<file path="src/sv/lr_pkg.sv">
// ============================================================================
// lr_pkg
// Shared widths, request codes and record types of the line rasterizer.
// ============================================================================
package lr_pkg;

    localparam int COORD_BITS  = 9;
    localparam int COLOR_BITS  = 16;
    localparam int ERR_BITS    = COORD_BITS + 2;
    localparam int S_DATA_BITS = ((4 * COORD_BITS + COLOR_BITS + 7) / 8) * 8;
    localparam int M_DATA_BITS = ((2 * COORD_BITS + COLOR_BITS + 7) / 8) * 8;

    typedef enum logic {
        REQ_LOAD  = 1'b0,
        REQ_PIXEL = 1'b1
    } t_req;

    typedef logic [COORD_BITS-1:0] t_coord;
    typedef logic [COLOR_BITS-1:0] t_color;

    typedef struct packed {
        logic                       active;
        t_coord                     cur_x;
        t_coord                     cur_y;
        logic signed [ERR_BITS-1:0] err_term;
        t_coord                     abs_dx;
        t_coord                     abs_dy;
        logic                       x_negative;
        logic                       y_negative;
        logic                       x_major;
        t_coord                     steps_left;
        t_color                     held_color;
    } t_line_state;

    typedef struct packed {
        t_coord x;
        t_coord y;
        t_color color;
        logic   last;
    } t_pixel;

endpackage

</file>
<file path="src/sv/lr_core.sv">
// ============================================================================
// lr_core
// Next-state and pixel logic for one request: line setup or one line step.
// ============================================================================
module lr_core
    import lr_pkg::*;
(
    input  t_line_state i_state,
    input  t_req        i_req,
    input  t_coord      i_start_x,
    input  t_coord      i_start_y,
    input  t_coord      i_end_x,
    input  t_coord      i_end_y,
    input  t_color      i_line_color,
    output t_line_state o_state,
    output logic        o_emit,
    output t_pixel      o_pixel
);

    logic                       x_neg;
    logic                       y_neg;
    t_coord                     dx;
    t_coord                     dy;
    logic                       major_x;
    t_coord                     steps;
    t_coord                     major_d;
    t_coord                     minor_d;
    logic                       err_le0;
    logic signed [ERR_BITS-1:0] err_add;
    logic signed [ERR_BITS-1:0] err_sub;

    always_comb begin
        x_neg   = i_end_x < i_start_x;
        y_neg   = i_end_y < i_start_y;
        dx      = x_neg ? (i_start_x - i_end_x) : (i_end_x - i_start_x);
        dy      = y_neg ? (i_start_y - i_end_y) : (i_end_y - i_start_y);
        major_x = dx > dy;
        steps   = major_x ? dx : dy;

        major_d = i_state.x_major ? i_state.abs_dx : i_state.abs_dy;
        minor_d = i_state.x_major ? i_state.abs_dy : i_state.abs_dx;
        err_le0 = i_state.err_term <= $signed({ERR_BITS{1'b0}});
        err_add = err_le0 ? $signed({2'b00, major_d}) : $signed({ERR_BITS{1'b0}});
        err_sub = $signed({2'b00, minor_d});

        o_state       = i_state;
        o_emit        = 1'b0;
        o_pixel.x     = i_state.cur_x;
        o_pixel.y     = i_state.cur_y;
        o_pixel.color = i_state.held_color;
        o_pixel.last  = i_state.steps_left == '0;

        unique case (i_req)
            REQ_LOAD: begin
                o_state.active     = 1'b1;
                o_state.cur_x      = i_start_x;
                o_state.cur_y      = i_start_y;
                o_state.abs_dx     = dx;
                o_state.abs_dy     = dy;
                o_state.x_negative = x_neg;
                o_state.y_negative = y_neg;
                o_state.x_major    = major_x;
                o_state.steps_left = steps;
                o_state.err_term   = $signed({2'b00, 1'b0, steps[COORD_BITS-1:1]});
                o_state.held_color = i_line_color;
            end
            REQ_PIXEL: begin
                if (i_state.active) begin
                    o_emit = 1'b1;
                    if (i_state.steps_left == '0) begin
                        o_state.active = 1'b0;
                    end else begin
                        o_state.err_term   = i_state.err_term + err_add - err_sub;
                        o_state.steps_left = i_state.steps_left - 1'b1;
                        if (i_state.x_major || err_le0) begin
                            o_state.cur_x = i_state.x_negative ? i_state.cur_x - 1'b1
                                                               : i_state.cur_x + 1'b1;
                        end
                        if (!i_state.x_major || err_le0) begin
                            o_state.cur_y = i_state.y_negative ? i_state.cur_y - 1'b1
                                                               : i_state.cur_y + 1'b1;
                        end
                    end
                end
            end
            default: begin
                o_state = i_state;
            end
        endcase
    end

endmodule

</file>
<file path="src/sv/line_rasterizer.sv">
// ============================================================================
// line_rasterizer
// Integer line rasterizer: a load word sets up a line, each pixel word
// returns the next pixel of that line with its color.
// ============================================================================
//
//  channel   dir  data                                       side band
//  s_axis    in   start_x, start_y, end_x, end_y, line_color tuser = req_type
//  m_axis    out  pixel_x, pixel_y, pixel_color              tlast = last_pixel
//
//  A word is taken in every cycle in which the output register is empty or
//  being drained, so lines stream at one pixel per clock.
//  A pixel shows on m_axis in the cycle after its request word is accepted.
//  Load words and pixel requests without an active line give no output.
//  Reset is synchronous and active low; it leaves no line loaded.
//  A stall on m_axis holds the output word and stops s_axis the same cycle.
//
module line_rasterizer
    import lr_pkg::*;
(
    input  logic                   i_clk,
    input  logic                   i_rst_n,
    input  logic                   s_axis_tvalid,
    output logic                   s_axis_tready,
    // start_x, start_y, end_x, end_y, line_color, zero fill
    input  logic [S_DATA_BITS-1:0] s_axis_tdata,
    // req_type
    input  logic [0:0]             s_axis_tuser,
    output logic                   m_axis_tvalid,
    input  logic                   m_axis_tready,
    // pixel_x, pixel_y, pixel_color, zero fill
    output logic [M_DATA_BITS-1:0] m_axis_tdata,
    output logic                   m_axis_tlast
);

    t_line_state r_st;
    t_line_state n_st;
    logic        r_m_valid;
    t_pixel      r_m_pix;
    t_pixel      n_m_pix;
    logic        emit;
    logic        s_fire;

    assign s_axis_tready = !r_m_valid || m_axis_tready;
    assign s_fire        = s_axis_tvalid && s_axis_tready;

    lr_core u_core (
        .i_state      (r_st),
        .i_req        (t_req'(s_axis_tuser[0])),
        .i_start_x    (s_axis_tdata[COORD_BITS-1:0]),
        .i_start_y    (s_axis_tdata[2*COORD_BITS-1:COORD_BITS]),
        .i_end_x      (s_axis_tdata[3*COORD_BITS-1:2*COORD_BITS]),
        .i_end_y      (s_axis_tdata[4*COORD_BITS-1:3*COORD_BITS]),
        .i_line_color (s_axis_tdata[4*COORD_BITS+COLOR_BITS-1:4*COORD_BITS]),
        .o_state      (n_st),
        .o_emit       (emit),
        .o_pixel      (n_m_pix)
    );

    always_ff @(posedge i_clk) begin
        if (!i_rst_n) begin
            r_st      <= '0;
            r_m_valid <= 1'b0;
        end else begin
            if (s_fire) begin
                r_st <= n_st;
            end
            if (s_fire && emit) begin
                r_m_valid <= 1'b1;
            end else if (m_axis_tready) begin
                r_m_valid <= 1'b0;
            end
        end
    end

    always_ff @(posedge i_clk) begin
        if (s_fire && emit) begin
            r_m_pix <= n_m_pix;
        end
    end

    assign m_axis_tvalid = r_m_valid;
    assign m_axis_tdata  = M_DATA_BITS'({r_m_pix.color, r_m_pix.y, r_m_pix.x});
    assign m_axis_tlast  = r_m_pix.last;

    a_load_activates: assert property (@(posedge i_clk) disable iff (!i_rst_n)
        (s_fire && s_axis_tuser[0] == REQ_LOAD) |=> r_st.active)
        else $error("line not active after a load word");

    a_idle_no_pixel: assert property (@(posedge i_clk) disable iff (!i_rst_n)
        (s_fire && s_axis_tuser[0] == REQ_PIXEL && !r_st.active && !r_m_valid)
        |=> !m_axis_tvalid)
        else $error("pixel produced without an active line");

    a_last_ends_line: assert property (@(posedge i_clk) disable iff (!i_rst_n)
        (s_fire && s_axis_tuser[0] == REQ_PIXEL && r_st.active && r_st.steps_left == '0)
        |=> (!r_st.active && m_axis_tvalid && m_axis_tlast))
        else $error("final pixel not flagged or line still active");

endmodule

</file>
<file path="config.mk">
export PLATFORM = sky130hd
export DESIGN_NAME = line_rasterizer
export DESIGN_NICKNAME = d
export VERILOG_FILES = /design/src/sv/lr_pkg.sv /design/src/sv/lr_core.sv /design/src/sv/line_rasterizer.sv
export SDC_FILE = /design/constraint.sdc
export NUM_CORES = 1
export LEC_CHECK = 0
export BUFFER_PORTS_ARGS = -buffer_cell sky130_fd_sc_hd__buf_2
export CORE_MARGIN = 2
export CORE_UTILIZATION = 60
export DETAILED_ROUTE_END_ITERATION = 6
export PLACE_DENSITY = 0.83
export SYNTH_ARGS = -nofsm -noshare
export SYNTH_HDL_FRONTEND = slang
export SYNTH_SLANG_ARGS = --single-unit
</file>
<file path="constraint.sdc">
create_clock -name i_clk -period 6.1 [get_ports i_clk]
set_input_delay 0.305 -clock i_clk [delete_from_list [all_inputs] [get_ports i_clk]]
set_output_delay 0.305 -clock i_clk [all_outputs]
set_load 0.005 [all_outputs]
</file>
==> metrics.md <==
| Metric | Value |
|---|---|
| Status | `finished clean` |
| Static leakage | `3.74 nW` |
| Area growth, synth to finish | `11.3%` |
| Final Net Count | `approximately 1100` |
| Worst-Margin Slew | `approximately 1100 ps` |
| Clock transition at the registers of the reported paths | `about 80 ps` |
| Drt initial violations | `between 300 and 400` |
| # rows | `40` |
| Crit-path max FO | `10` |
| Sequential area share after synthesis | `34.7%` |
| GP Congestion | `0.898` |
| Final HPWL DP | `around 12000 µm` |
| IO Count | `approximately 100` |
| Area of the mapped netlist | `7470 µm²` |
| CTS Buffer Depth | `2` |
| Top FF cell, synth | `dfxtp_1` |
| Final cycle utilization of the critical path | `75.0%` |
| Die area | `approximately 13000 µm²` |
| Fmax | `between 0.2 and 0.25 GHz` |
| CP Data Arrival Time | `4840 ps` |
| Largest net degree at the start of global routing | `55` |
| Placement Setup Slack | `1250 ps` |
| Vias in the first global route | `5983` |
| Min-delay worst type | `input pin to flip-flop` |
| Design area | `between 8000 and 9000 µm²` |
| Clk Latency, worst-skew pair | `360 ps` |
| Vias per cell | `about 5.8` |
| Post-layout util | `68.9%` |
| Final Skew | `about 12 ps` |
| Via Count | `about 6200` |
| Core area | `about 12000 µm²` |
| CTS tree | `built` |
| Clock sinks | `between 100 and 150` |
| CTS Buf Count | `9` |
| Final wirelength | `approximately 17000 µm` |
| Initial antenna violation count | `0` |
| Setup TNS after final layout | `0 ps` |
| IO Port Bufs | `93` |
| Hold_buf cts | `0` |
| Post-synth EDFFs | `35` |
| Total grt overflow | `0` |
| Post-synthesis cell count | `837` |
| Fillers | `between 900 and 1000` |
| Die width | `roughly 120 µm` |
| Post-DP Area | `about 8000 µm²` |
| Antenna diodes | `0` |
| Fin worst setup slack | `around 1500 ps` |
| Post-CTS Resized | `0` |
| Critical path type | `input pin to flip-flop` |
| Post-route ant nets | `0` |
| Max-Cap Viols | `0` |
| Post-DR wirelength/cell | `about 16 µm` |
| Max_slew headroom | `25.1%` |
| RSZ-0062 raised after global routing | `false` |
| Peak VDD IR | `between 0.2 and 0.25 mV` |
| Max-slew violation count | `0` |
| Share of layout cells above drive strength 1 | `between 10% and 20%` |
| Clock root cell | `clkbuf_16` |
| Setup bufs post-CTS | `0` |
| Drt first pass iters | `4` |
| Critical path capture point type | `flip-flop` |
| Starting Density | `about three fifths` |
| Syn_area_per_cell | `~9 µm²` |
| GRT Total Usage | `between 20% and 30%` |
| Pwr per Cell Area | `around 280 nW/µm²` |
| Die H | `116 µm` |
| CP required | `between 6000 and 7000 ps` |
| Synth cell types | `64` |
| Async SR Flop Fraction | `0%` |
| Setup-failing EPs final | `0` |
| H-tree depth | `3` |
| Final hold vios | `0` |
| Crit path launch type | `input pin` |
| Yosys warns | `0` |
| Number of synthesized register bits | `112` |
| Post-route minimum period | `4570 ps` |
| Global-route wire length before repair | `between 20000 and 30000 µm` |
| # DRC | `0` |
==> layout make-up <==
| class | instances | area, µm² | share of cell area, % |
|---|---|---|---|
| clock buffer | 9 | 225 | 2.71 |
| clock inverter | 7 | 71.3 | 0.858 |
| inverter | 87 | 327 | 3.93 |
| multi-input combinational | 603 | 4390 | 52.8 |
| sequential | 112 | 2590 | 31.2 |
| tap | 168 | 210 | 2.53 |
| timing repair buffer | 98 | 503 | 6.05 |
==> flip-flops by register name, indices dropped and copies added (netlist names) <==
name / flops
m_axis_tdata: 34
r_st: 76
m_axis_tlast: 1
m_axis_tvalid: 1
==> per-stage QoR <==
| stage | power [mW] | std cells | hold WS (ps) |
|---|---|---|---|
| after floorplan | 1.57 | 842 | 408 |
| after global placement | 1.74 | 1068 | 411 |
| after detailed placement | 1.77 | 1068 | 415 |
| after CTS | 2.36 | 1084 | 169 |
| after global routing | 2.50 | 1084 | 167 |
| final | 2.36 | 1084 | 176 |
==> cells in the final DEF, fill, tap and decap left out, drive strengths merged, types with 4 or more instances in the layout <==
master / netlist / final
a21oi: 77 / 77
a21o: 13 / 13
nor2b: 5 / 5
buf: 10 / 98
nor2: 62 / 62
a211oi: 15 / 15
o221a: 4 / 4
o221ai: 11 / 11
mux2i: 15 / 15
conb: 1 / 6
clkbuf: 30 / 9
and2: 4 / 4
inv: 86 / 90
ha: 69 / 69
o211ai: 6 / 6
clkinv: 1 / 4
nand2: 73 / 73
nand2b: 6 / 6
xnor2: 29 / 29
o21ai: 38 / 38
a31oi: 7 / 7
mux2: 18 / 18
o21bai: 7 / 7
nand3: 8 / 8
or3: 6 / 6
fa: 15 / 15
a221oi: 7 / 7
nor3: 23 / 23
o31ai: 9 / 9
o21a: 7 / 7
and3: 5 / 5
a2111oi: 6 / 6
a22oi: 9 / 9
dfxtp: 77 / 77
xor2: 6 / 6
edfxtp: 35 / 35
nor4: 6 / 6
==> cells in the mapped netlist (4+ instances only) <==
| master | count | area share (%) |
|---|---|---|
| a21o_1 | 13 | 1.3 |
| ha_1 | 69 | 12 |
| o221a_2 | 4 | 0.60 |
| or3_1 | 6 | 0.50 |
| o211ai_1 | 6 | 0.60 |
| nor4_1 | 6 | 0.50 |
| and3_1 | 5 | 0.42 |
| a2111oi_0 | 6 | 0.70 |
| o21bai_1 | 7 | 0.70 |
| dfxtp_1 | 77 | 21 |
| mux2i_1 | 15 | 2.0 |
| a21oi_1 | 77 | 5.2 |
| a31oi_1 | 6 | 0.50 |
| fa_1 | 15 | 4.0 |
| xnor2_1 | 29 | 3.4 |
| edfxtp_1 | 35 | 14 |
| o21a_1 | 7 | 0.70 |
| nor2b_1 | 5 | 0.42 |
| a22oi_1 | 9 | 0.90 |
| a221oi_1 | 5 | 0.59 |
| nand2b_1 | 6 | 0.50 |
| o21ai_0 | 36 | 2.4 |
| a211oi_1 | 15 | 1.5 |
| o31ai_1 | 9 | 0.90 |
| xor2_1 | 6 | 0.70 |
| nor2_1 | 62 | 3.1 |
| inv_1 | 86 | 4.3 |
| o221ai_1 | 11 | 1.3 |
| nand3_1 | 8 | 0.54 |
| nand2_1 | 73 | 3.7 |
| buf_4 | 6 | 0.60 |
| nor3_1 | 23 | 1.5 |
| mux2_2 | 18 | 2.7 |
| clkbuf_1 | 30 | 1.5 |
==> power breakdown <==
group	switching [mW]	leakage, nW	internal [mW]
logic	0.508	2.62	0.377
clock network	0.302	0.144	0.289
registers	0.0546	0.975	0.827
total	0.864	3.74	1.49
==> critical path, stage by stage <==
cell and delay [ps]:
buf_2 110, inv_1 70, ha_1 180, inv_1 60
fa_1 390, a21o_1 170, a21oi_1 190, o21bai_1 110
a2111oi_0 380, o21ai_0 140, o31ai_1 110, xnor2_1 280
inv_1 90, ha_1 300, nand4_1 140, nor3_1 230
nor4_1 80, a21oi_1 660, and2_1 310, a22oi_1 210
a221oi_1 320
==> kinds of logic after synthesis <==
family | Yosys count | share of synthesized area [%]
xor+xnor | 35 | 4.10
mux | 33 | 4.72
fa+ha+maj | 84 | 15.6
simple gates | 213 | 13.0
compound gates | 232 | 20.9
other cells | 1 | 0.0502
buf+inv | 127 | 6.90
flops | 112 | 34.7
==> path summary, 6_finish.rpt <==
check | from | endpoint | slack (ps) | cells after the start
worst max-delay path | s_axis_tdata[0] | r_st[50] | 1530 | 21
worst min-delay path | s_axis_tdata[36] | r_st[0] | 180 | 3
worst max register to register | r_st[46] | r_st[56] | 2320 | 14
worst min register to register | r_st[2] | m_axis_tdata[20] | 440 | 0
==> layer usage <==
metal	part of all wire [%]	global-route usage, %
met2	48	45.8
met3	5.3	4.29
met1	44	34.6
met5	0	0
met4	2.8	10.4
Power figures use the tool's default switching activity.
